**src/rtl/nwmm_ram.sv**
```systemverilog
// Generic single-port-write, registered-read RAM.
`default_nettype none
module nwmm_ram #(
	parameter int WIDTH = 8,
	parameter int DEPTH = 16
) (
	input  wire logic                     clk,
	input  wire logic                     we,
	input  wire logic [$clog2(DEPTH)-1:0] waddr,
	input  wire logic [WIDTH-1:0]         wdata,
	input  wire logic [$clog2(DEPTH)-1:0] raddr,
	output logic      [WIDTH-1:0]         rdata
);
	logic [WIDTH-1:0] mem [DEPTH];

	always_ff @(posedge clk) begin
		if (we) begin
			mem[waddr] <= wdata;
		end
		rdata <= mem[raddr];
	end
endmodule
`default_nettype wire

```
**config.mk**
```make
export PLATFORM = sky130hd
export DESIGN_NAME = nwmm_ram
export DESIGN_NICKNAME = d
export VERILOG_FILES = /design/src/rtl/nwmm_ram.sv
export SDC_FILE = /design/constraint.sdc
export NUM_CORES = 1
export LEC_CHECK = 0
export ABC_AREA = 1
export BUFFER_PORTS_ARGS = -buffer_cell sky130_fd_sc_hd__buf_2
export CAP_MARGIN = 20
export CORE_UTILIZATION = 45
export CTS_BUF_LIST = sky130_fd_sc_hd__clkbuf_16
export CTS_CLUSTER_DIAMETER = 60
export DETAILED_ROUTE_END_ITERATION = 10
export GPL_TIMING_DRIVEN = 0
export HOLD_SLACK_MARGIN = 0.15
export PLACE_DENSITY = 0.58
export SYNTH_ARGS = -nofsm -noshare
export SYNTH_HDL_FRONTEND = slang
export SYNTH_SLANG_ARGS = --single-unit
```
**constraint.sdc**
```tcl
create_clock -name clk -period 1.4 [get_ports clk]
set_input_delay 0.28 -clock clk [delete_from_list [all_inputs] [get_ports clk]]
set_output_delay 0.28 -clock clk [all_outputs]
set_load 0.005 [all_outputs]
```
# Word-level counts from Yosys, hierarchy flattened
# Memory sizes are Yosys's and may differ from the RTL's. A register that Yosys moved wholly into a read port is not among the register bits.
# Index checks and enable logic that the tools add are counted.
[word_totals] register_bits=0 ramBits=128 in_bits=18 out_inout_bits=8 wordCells=3 mem_count=1
[classes] n_mux=2
[memory_table] name="mem" depth=16 width=8 rd=1 rd_ports_with_merged_regs=1 wr=1 line="14" source="logic [WIDTH-1:0] mem [DEPTH];"
[op_table] op="$mux W1" n=2

# Depth between registers and ports, before layout
[depth] word_depth=2 depth_mapped=8 depth_no_buf=7

# Worst setup path before layout
# OpenSTA, ideal clock, no wires.
[synth_path] kind="input to register" start="in waddr[2]" end="mem mem[10][0] (enable)" setup_time_ns=0.370 t_arrival_ns=0.861 required_ns=1.030 path_slack_ns=0.169 stages=2 path_buffers=0 path_cell_list="nand3b_1 -> nor2_1"
[synth_rtl] item="start: declaration" line="9" source="input wire logic [$clog2(DEPTH)-1:0] waddr,"
[synth_rtl] item="end: declaration" line="14"
# Straight into the memory's write port.

# Worst setup path in the final report
[layout_path] start="in waddr[2]" end="mem mem[9][5] (enable)"
# Straight into the memory's write port.

==> reports/results.txt <==
Dpl hpwl - 9160 um
List of most frequent post-synthesis cells - 173 x nand2_1, 128 x edfxtp_1, 100 x inv_1
Grt total ovfl - 0
H-tree depth - 4
Final Non-Filler Cells - 772
Clock Sinks - 136
Root Driver - clkbuf_16
RSZ-0062 raised after global routing - false
Chip height - 115 um
Layout Skew - 5.18 ps
Detail Route Antenna Nets - 0
Initial antenna violation count - 0
P_int - 7.64 mW
Share of layout cells above drive strength 1 - 12.3%
CTS tree - built
Global-route wire length before repair - 21600 um
Vias post-DR - 3879
First drt pass iteration count - 5
Worst hold path class - in -> reg
Die width - 115 um
Gr usage total - 23.7%
Final WL - 14300 um
Synth-to-Final Area Change - 15.9%
Most frequent cell after synthesis - nand2_1
CTS max path bufs - 2
Comb pwr share - 6.1%
R2r setup slk - 380 ps
Number of synthesized register bits - 136
Final hold viol count - 0
Critical path required time - 1440 ps
Register area share after synthesis - 69.4%
Sw frac - 21.1%
Max-cap violations - 0
Crit share post-route - 95.7%
Cell Area, Synth - 5770 um2
Post-Syn Nets - 569
Slew @ Worst Pin - 906 ps
Area occupied by multi-input gates - 1220 um2
Critical path class - in -> reg
Hold path endpoint - mem[6][1]$_DFFE_PP_
Reg2reg end - rdata[7]$_DFF_P_
Cells after Synth - 551
CTS Hold Bufs - 0
Placed Cells - 741
Register cell area after layout - 4000 um2
Setup WS post-layout - 59.6 ps
Critical path arrival - 1380 ps
Post-synthesis cell type count - 12
CP max FO - 8
Core box area - 12300 um2
Skew-Pair Late Insertion Delay - 420 ps
Share of the synthesized area in the top cell type - 66.7%
Number of CTS-inserted buffers - 17
Routed length per instance - 18.5 um
Worst reg2reg startpoint - mem[14][7]$_DFFE_PP_
DRC - 0
Clk slew on worst S/H paths - 50 ps
VDD IR max - 0.861 mV
Number of synthesized flops with an enable pin - 128
Pre-CTS setup slack - -452 ps
Share of power burned in registers - 47.2%
Antenna diodes - 0
Die ar. - 13300 um2
Psw - 2.05 mW
Worst setup SP type - input pin
R2R depth - 6
Post-layout min period - 1340 ps
Detailed Route Iter0 Violations - 417
Cells taking the most area after synthesis - edfxtp_1 67%, nand2_1 11%, nand3_1 8.4%, inv_1 6.5%, dfxtp_1 2.8%
FP Rows - 40
Vias per cell - 5.02
Top Ports - 26
Initial Util - 47.0%
Largest net degree at the start of global routing - 17
Slew Limit Fails - 0
# setup viols final - 0
Hold Crit Depth - 1
Post-layout net count - 610
Rel. slew slack - 39.3%
Hold Path Origin - wdata[1]
Post-CTS Setup Repair Bufs - 0
Port Buffers - 22
F_max - 0.746 GHz
Crit path from - waddr[2]
Leakage - 2.90 nW
Vias in the first global route - 3549
Main flop type after synthesis - edfxtp_1
Syn_area_per_cell - 10.5 um2
Worst setup EP type - register
Status - finished clean
Gp weighted congestion - 0.913
Biggest area consumer among synthesized cells - edfxtp_1
Asr flop ratio synth - 0%
Final Core Density - 54.5%
Clock power frac - 46.6%
Yosys warnings - 0
PwrDens - 1450 nW/um2
FILL cells - 1097
## critical path, stage by stage
cell	delay, ps
buf_2	120
nand3b_1	250
nor2_1	730
## worst max path at each step
stage / to / slack [ps] / depth (start not counted)
final: mem[9][5]$_DFFE_PP_ / 60 / 3
after global routing: mem[9][5]$_DFFE_PP_ / 4 / 3
after CTS: mem[4][0]$_DFFE_PP_ / 20 / 3
after detailed placement: mem[5][0]$_DFFE_PP_ / -450 / 3
after global placement: mem[4][3]$_DFFE_PP_ / -420 / 3
after floorplan: mem[10][0]$_DFFE_PP_ / 170 / 2
## timing repair
item	CTS	global route
endpoints found under the hold margin	0	0
pin swaps	0	0
endpoints found under the setup margin	8	16
resized for setup	1	2
## kinds of logic after synthesis
group	Yosys count	synth area share, %
buf+inv	126	9.52
flops	136	69.4
simple gates	289	21.0
## sequential cells by signal (all words and copies together), names as in the netlist
signal	cells
mem	128
rdata	8
## cells in the final DEF (no fill, tap or decap)
cell,count
inv_2,2
nand3_1,97
clkbuf_16,17
dfxtp_1,8
clkinv_1,4
bufinv_16,4
edfxtp_1,128
nand2_1,173
clkinvlp_4,2
buf_2,35
buf_4,4
inv_1,103
nor2_2,3
nand3b_1,2
buf_6,6
nor2_1,14
clkinv_2,1
buf_1,1
## final cells by class
type,count,area share (%)
sequential,136,59.9
multi-input combinational,289,18.3
clock buffer,17,6.36
inverter,102,5.73
tap,168,3.14
clock inverter,14,2.49
buffer,24,2.49
timing repair buffer,22,1.65
## layer usage
layer | track usage [%] | wire (um)
met3 | 4.43 | 1070
met1 | 34.9 | 6530
met4 | 10.6 | 356
met2 | 34.2 | 6300
met5 | 0 | 0
## stage by stage
| stage | setup TNS [ps] | hold slack (ps) | cell area, um2 | power (mW) |
|---|---|---|---|---|
| final | 0 | 290 | 6690 | 9.69 |
| after global routing | 0 | 294 | 6690 | 9.96 |
| after CTS | 0 | 274 | 6680 | 9.72 |
| after detailed placement | -37710 | 656 | 6090 | 5.25 |
| after global placement | -34640 | 656 | 6090 | 5.24 |
| after floorplan | 0 | 379 | 5770 | 4.98 |
## power by group through the flow
stage / logic (mW) / clock network (mW) / registers (mW)
6_report: 0.596 / 4.52 / 4.57
5_1_grt: 0.657 / 4.72 / 4.58
4_1_cts: 0.595 / 4.55 / 4.58
3_5_place_dp: 0.589 / 0 / 4.66
3_3_place_gp: 0.583 / 0 / 4.66
2_1_floorplan: 0.321 / 0 / 4.66
(Power assumes the default switching activity.)
