File: config.mk
export PLATFORM = sky130hd
export DESIGN_NAME = nwmm_div
export DESIGN_NICKNAME = d
export VERILOG_FILES = /design/src/rtl/nwmm_pkg.sv /design/src/rtl/nwmm_div.sv
export SDC_FILE = /design/constraint.sdc
export NUM_CORES = 1
export LEC_CHECK = 0
export ABC_AREA = 1
export BUFFER_PORTS_ARGS = -buffer_cell sky130_fd_sc_hd__buf_4
export CORE_UTILIZATION = 45
export CTS_CLUSTER_DIAMETER = 60
export DETAILED_ROUTE_END_ITERATION = 16
export PLACE_DENSITY = 0.76
export SYNTH_ARGS = -nofsm -noshare
export SYNTH_HDL_FRONTEND = slang
export SYNTH_SLANG_ARGS = --single-unit
File: constraint.sdc
create_clock -name clk -period 12.65 [get_ports clk]
set_clock_uncertainty 0.15 [all_clocks]
set_input_delay 1.8975 -clock clk [delete_from_list [all_inputs] [get_ports clk]]
set_output_delay 1.8975 -clock clk [all_outputs]
set_load 0.01 [all_outputs]
File: src/rtl/nwmm_pkg.sv
// Shared types and constants of the normal-weighted masked mean filter.
`default_nettype none
package nwmm_pkg;
	localparam int COLOR_W = 16;
	localparam int TAG_W   = 16;
	localparam int NRM_W   = 16;
	localparam int H_W     = 13;
	localparam int IW_W    = 11;
	localparam int WS_W    = 4;
	localparam int RAD_W   = 4;
	localparam int CFG_IDX_W  = 2;
	localparam int CFG_DATA_W = 13;
	localparam int WFRAC   = 14;
	localparam int WONE    = 16384;
	localparam int PROD_W  = 2 * NRM_W;
	localparam int DOT_W   = PROD_W + 2;
	localparam int WT_W    = DOT_W - WFRAC;
	localparam int MUL_W   = COLOR_W + 1 + WT_W;
	localparam int SUM_W   = 48;
	localparam int WSUM_W  = 32;
	localparam int NCH     = 3;
	localparam int DRAIN_LEN = 4;

	localparam logic [CFG_IDX_W-1:0] CFG_WIDTH  = 2'd0;
	localparam logic [CFG_IDX_W-1:0] CFG_HEIGHT = 2'd1;
	localparam logic [CFG_IDX_W-1:0] CFG_WINDOW = 2'd2;

	typedef struct packed {
		logic [COLOR_W-1:0]       r;
		logic [COLOR_W-1:0]       g;
		logic [COLOR_W-1:0]       b;
		logic [TAG_W-1:0]         tag;
		logic signed [NRM_W-1:0]  nx;
		logic signed [NRM_W-1:0]  ny;
		logic signed [NRM_W-1:0]  nz;
	} pix_t;

	localparam int PIX_W = $bits(pix_t);

	typedef struct packed {
		logic init;
		logic sample;
	} acc_ctl_t;

	typedef enum logic [2:0] {
		ST_IDLE,
		ST_RDC,
		ST_CAP,
		ST_LOOP,
		ST_DRAIN,
		ST_DIV,
		ST_DONE
	} state_t;
endpackage
`default_nettype wire

File: src/rtl/nwmm_div.sv
// Three-lane restoring divider, one quotient bit per cycle, clamped to 16 bits.
`default_nettype none
module nwmm_div (
	input  wire logic                          clk,
	input  wire logic                          arst_n,
	input  wire logic                          start,
	input  wire logic [nwmm_pkg::SUM_W-1:0]    num_r,
	input  wire logic [nwmm_pkg::SUM_W-1:0]    num_g,
	input  wire logic [nwmm_pkg::SUM_W-1:0]    num_b,
	input  wire logic [nwmm_pkg::WSUM_W-1:0]   den,
	output logic                               done,
	output logic [nwmm_pkg::COLOR_W-1:0]       quo_r,
	output logic [nwmm_pkg::COLOR_W-1:0]       quo_g,
	output logic [nwmm_pkg::COLOR_W-1:0]       quo_b
);
	import nwmm_pkg::*;
	localparam int CNT_W = $clog2(SUM_W + 1);

	logic [SUM_W-1:0]  num_q [NCH];
	logic [WSUM_W:0]   rem_q [NCH];
	logic [WSUM_W:0]   trial [NCH];
	logic              ge [NCH];
	logic [WSUM_W-1:0] den_q;
	logic [CNT_W-1:0]  cnt_q;
	logic              busy_q, done_q;
	logic [COLOR_W-1:0] q [NCH];

	always_comb begin
		for (int k = 0; k < NCH; k++) begin
			trial[k] = {rem_q[k][WSUM_W-1:0], num_q[k][SUM_W-1]};
			ge[k] = trial[k] >= {1'b0, den_q};
			q[k] = (num_q[k][SUM_W-1:COLOR_W] != '0) ? '1 : num_q[k][COLOR_W-1:0];
		end
	end

	always_ff @(posedge clk or negedge arst_n) begin
		if (!arst_n) begin
			busy_q <= 1'b0;
			done_q <= 1'b0;
			cnt_q  <= '0;
		end else begin
			done_q <= 1'b0;
			if (start) begin
				busy_q <= 1'b1;
				cnt_q  <= CNT_W'(SUM_W);
			end else if (busy_q) begin
				cnt_q <= cnt_q - 1'b1;
				if (cnt_q == CNT_W'(1)) begin
					busy_q <= 1'b0;
					done_q <= 1'b1;
				end
			end
		end
	end

	always_ff @(posedge clk) begin
		if (start) begin
			num_q[0] <= num_r;
			num_q[1] <= num_g;
			num_q[2] <= num_b;
			den_q <= den;
			for (int k = 0; k < NCH; k++) begin
				rem_q[k] <= '0;
			end
		end else if (busy_q) begin
			for (int k = 0; k < NCH; k++) begin
				rem_q[k] <= ge[k] ? trial[k] - {1'b0, den_q} : trial[k];
				num_q[k] <= {num_q[k][SUM_W-2:0], ge[k]};
			end
		end
	end

	assign done  = done_q;
	assign quo_r = q[0];
	assign quo_g = q[1];
	assign quo_b = q[2];
endmodule
`default_nettype wire

* Word-level counts from Yosys, hierarchy flattened *
Memories as Yosys holds them, arrays and structs flattened.
Cells that the tools add are included.
Widths: inputs -> output; s select.

word-level totals
  register bits = 40
  bits of input ports = 179
  ROM bits = 0
  memory bits (writable) = 243
  bits in latches = 0
  memories kept = 2

memory list
  name   depth  width  rd ports  clocked after memory_dff  write ports  RTL line        RTL
  num_q  3      48     3         0                         3            nwmm_div.sv:19  logic [SUM_W-1:0] num_q [NCH];
  rem_q  3      33     3         0                         3            nwmm_div.sv:20  logic [WSUM_W:0] rem_q [NCH];

operators by class
  divide/modulo/power cells = 0
  eq/ne operators = 1
  magnitude comparators = 3
  bitwise gates (word level) = 6
  multipliers = 0
  multiplexer cells = 25
  shift-type cells = 0
  reduce and logical (&&, ||, !) cells = 4
  add/subtract/negate cells = 4

operator list
  cell                 count
  $mux 33              6
  $mux 48              3
  $ge 33x32->1         3
  $sub 33x32->33       3
  $reduce_bool 32->1   3
  $mux 16              3
  $mux 6               2
  $mux 1               11
  $eq 6x1->1 const B   1
  $or 1x1->1           6
  $sub 6x1->6 const B  1
  $reduce_bool 2->1    1

* Longest topological paths before layout *
  word-level depth = 4
  mapped depth = 16
  gate-level depth less buffers = 16

* Worst setup path before layout *
OpenSTA, ideal clock, no wires.

  path type = input-to-reg
  start point = in start
  end point = reg cnt_q[0]
  arrival = 6.808 ns
  stages on the path = 3
  required time = 12.125 ns
  slack = 5.317 ns
  cells stage by stage = nor2_1 -> inv_1 -> o21ai_0

between the ends
  cells in the longest elaborated chain, start to end = 1
  elaborated cells on any way between the ends = 2
  classes of those cells = 1 x mux; 1 x reduce/logical

RTL lines
  what                                         RTL line        RTL
  start, declared                              nwmm_div.sv:6   input wire logic start,
  $mux 6 or $reduce_bool 2->1 (tied branches)  n/a
  end signal, assigned                         nwmm_div.sv:45  cnt_q <= CNT_W'(SUM_W);
  end signal, assigned                         nwmm_div.sv:47  cnt_q <= cnt_q - 1'b1;
  end, declared                                nwmm_div.sv:24  logic [CNT_W-1:0] cnt_q;

Several ways; a longest one is shown, not always the timed one.
A chain may end at the register's enable or synchronous reset.

==> key figures <==
Die
  – Die Wd: 218 µm
  – CORE AREA: 45600 µm²
  – Row count: 78
  – Ports: 228
  – Die Area: 47300 µm²
  – Height of the die: 218 µm
  – Initial core utilization: 45.9%

Setup path
  – Crit path arrival time: 2.73 ns
  – Critical Path Source Type: register
  – Req. time, crit path: 10.60 ns
  – CP Capture Type: output port
  – CP Class: register to output port
  – Crit-path max FO: 16

Global route
  – Vias in the first global route: 18282
  – Initial antenna violation count: 0
  – Total gr overflow: 0
  – Largest net degree at the start of global routing: 164
  – Gr usage total: 26.0%
  – Global-route wire length before repair: 95.6 mm

Synth
  – Mean Syn Cell Area: 6.92 µm²
  – Synth area leaders: edfxtp_1 39%, nand2_1 23%, inv_1 9.0%
  – Cell variety after synth: 40
  – Yosys reg bits: 280
  – Post-synthesis mux area share: 0%
  – Main combinational cell family by area after synthesis: simple AND/OR/NAND/NOR gates
  – Simple-gate share of the synthesized area: 37.8%
  – Adder-Cell Fraction of Synth Area: 6.15%
  – Mapped Cells: 3019
  – Yosys top cell by area: edfxtp_1
  – Compound-Gate Fraction of Synth Area: 2.97%
  – Syn nets: 3299
  – Async SR Flop Fraction: 2.86%
  – Prevailing post-synth register cell: edfxtp_1
  – Top cell type's share of synthesized area: 39.1%
  – Register area share after synthesis: 40.0%
  – YS warnings: 0
  – Post-synthesis xor/xnor area fraction: 1.89%
  – Most numerous cell in the Yosys netlist: nand2_1
  – Post-synthesis cell area: 20900 µm²
  – Number of synthesized flops with an enable pin: 272
  – Most instantiated cells after synthesis: 1269 x nand2_1, 501 x inv_1, 325 x nor2_1, 272 x edfxtp_1, 111 x nand3_1

Power
  – Worst vdd rail ir drop: 0.0000959 V
  – Tot Pwr: 4330 µW
  – PD cells: 178 nW/µm²
  – Leakage: 0.0130 µW

Flow run
  – MaxCap Viol Count: 0

Routing
  – Pre-antenna DRT Iters: 5
  – Final ANT Viol Nets: 0
  – DRC Markers: 0
  – Vias: 19133
  – 1st-iter DRT viols: 1454
  – Post-Route WL: 60.9 mm
  – WL/cell: 15.8 µm
  – Vias per std cell: 4.97

Clocking
  – CTS Buf Count: 37
  – # clock sinks: 280
  – CTS tree: built
  – CTS Root Cell: clkbuf_16
  – # resized after CTS: 0
  – Number of setup buffers added after CTS: 0
  – Maximum clock path buffer count: 3
  – Hold_buf cts: 0
  – H-tree depth: 2
  – Clock-pin transition on the worst setup and hold timing paths: 0.06 ns
  – Latest clock arrival within the worst-skew pair: 0.57 ns

Place
  – GP Congestion: 0.965
  – DP Wirelength: 45.1 mm
  – Post-placement cell area: 23000 µm²
  – IO Port Bufs: 227
  – Placed cells: 3787

Timing
  – RSZ-0062 raised after global routing: false
  – Final hold violation count: 0
  – Final setup violation count: 0
  – Worst rel slew slack: 20.4%
  – TNS Setup: 0 ns
  – Slew Viols, Final: 0
  – Period minus WS final: 4.78 ns
  – Worst Tran Pin Value: 1.19 ns
  – Tcrit/Tclk final: 37.8%
  – FMAX: 209 MHz

Cells and area
  – Fin area: 24300 µm²
  – Core Util, Final: 53.2%
  – Fill cell count: 4432
  – Final non-filler cell total: 3852
  – Final net count: 3506
  – Share of post-route cells with drive strength above 1: 11.1%
  – Footprint of the multi-input gates: 10200 µm²
  – # diodes: 0
  – Area Overhead vs Synth: 16.1%
  – Sequential Area: 8370 µm²

Outcome
  – Outcome: finished, final reports clean

Worst hold path
  – Hold Path Class: register to register
[logic make-up after synthesis]
| logic type | Yosys count |
|---|---|
| AOI/OAI and AO/OA | 117 |
| xor gates and xnor gates | 45 |
| adders and majority gates | 101 |
| buffers and inverters | 580 |
| DFF | 280 |
| and+or+nand+nor | 1896 |
[metal layers]
| layer | vias up | GRT usage, % | part of all wire, % |
|---|---|---|---|
| li1 | 9766 | - | - |
| met1 | 8597 | 31.2 | 41 |
| met2 | 634 | 42.3 | 45 |
| met3 | 136 | 7.32 | 8.5 |
| met4 | 0 | 13.5 | 5.4 |
| met5 | - | 0 | 0 |
[cell usage in the layout, fill, tap and decap left out, types with 3 or more instances in the layout]
master     netlist  routed
and2_1          30      30
nor3_1           9       9
dfrtp_1          8       8
inv_8            0       3
fa_1             3       3
nor2_4           3       4
clkinv_2         0       4
o21ai_0         54      54
nor2_1         325     324
inv_6            0       4
nand2_1       1269    1269
or2_2            5       5
nand3_1        111     111
edfxtp_1       272     272
clkbuf_8         0       3
xor2_1          41      41
nand2_2         17      17
bufinv_16        0       3
xnor2_1          4       4
a21oi_1         50      50
clkbuf_16        0      38
nand4_1         24      24
inv_2           10      10
nand3_2          3       3
inv_1          501     500
nand3b_1        50      50
nand2_4          7       7
o21bai_1         3       3
a21oi_2          4       4
nor2_2          12      12
buf_4            1     235
o21ai_1          4       4
clkinv_1         2       7
ha_1            98      98
nor4_1          25      25
[worst paths after layout]
| kind | start | endpoint | slack, ns | depth (start not counted) |
|---|---|---|---|---|
| worst max register to register | busy_q | rem_q[0][33] | 9.16 | 6 |
| worst min-delay path | cnt_q[5] | cnt_q[5] | 0.36 | 1 |
| worst max-delay path | num_q[0][81] | quo_g[15] | 7.87 | 5 |
| worst min register to register | cnt_q[5] | cnt_q[5] | 0.36 | 1 |
| max in group asynchronous | arst_n | cnt_q[0] | 11.20 | 1 |
| min in group asynchronous | arst_n | cnt_q[2] | 1.01 | 1 |
[registers in the layout, indices dropped and copies added (netlist names)]
signal,flops
num_q,144
busy_q,1
done,1
den_q,32
rem_q,96
cnt_q,6
[cell type report]
type                       instances  share of cell area [%]
tap                              600                    3.09
clock buffer                      43                    4.12
sequential                       280                    34.5
timing repair buffer             235                    7.27
multi-input combinational       2159                    42.1
inverter                         513                    7.99
clock inverter                    22                   0.970
[report_power, final]
part | internal (µW) | switching, µW
registers | 1230 | 92.4
logic | 665 | 1280
clock network | 634 | 431
total | 2530 | 1800
[stage by stage]
stage	worst slack, ns	hold WS [ns]
global placement	7.51	0.334
global route	7.68	0.392
floorplan	5.32	0.309
CTS	7.83	0.348
finish	7.87	0.355
detailed placement	7.41	0.339
[critical path, cell delays in order (launching register included)]
cell	delay (ns)
edfxtp_1	0.39
nor4_1	0.37
nand4_1	0.15
nor2_1	0.87
nand2_1	0.17
buf_4	0.21
Power figures use the tool's default switching activity.
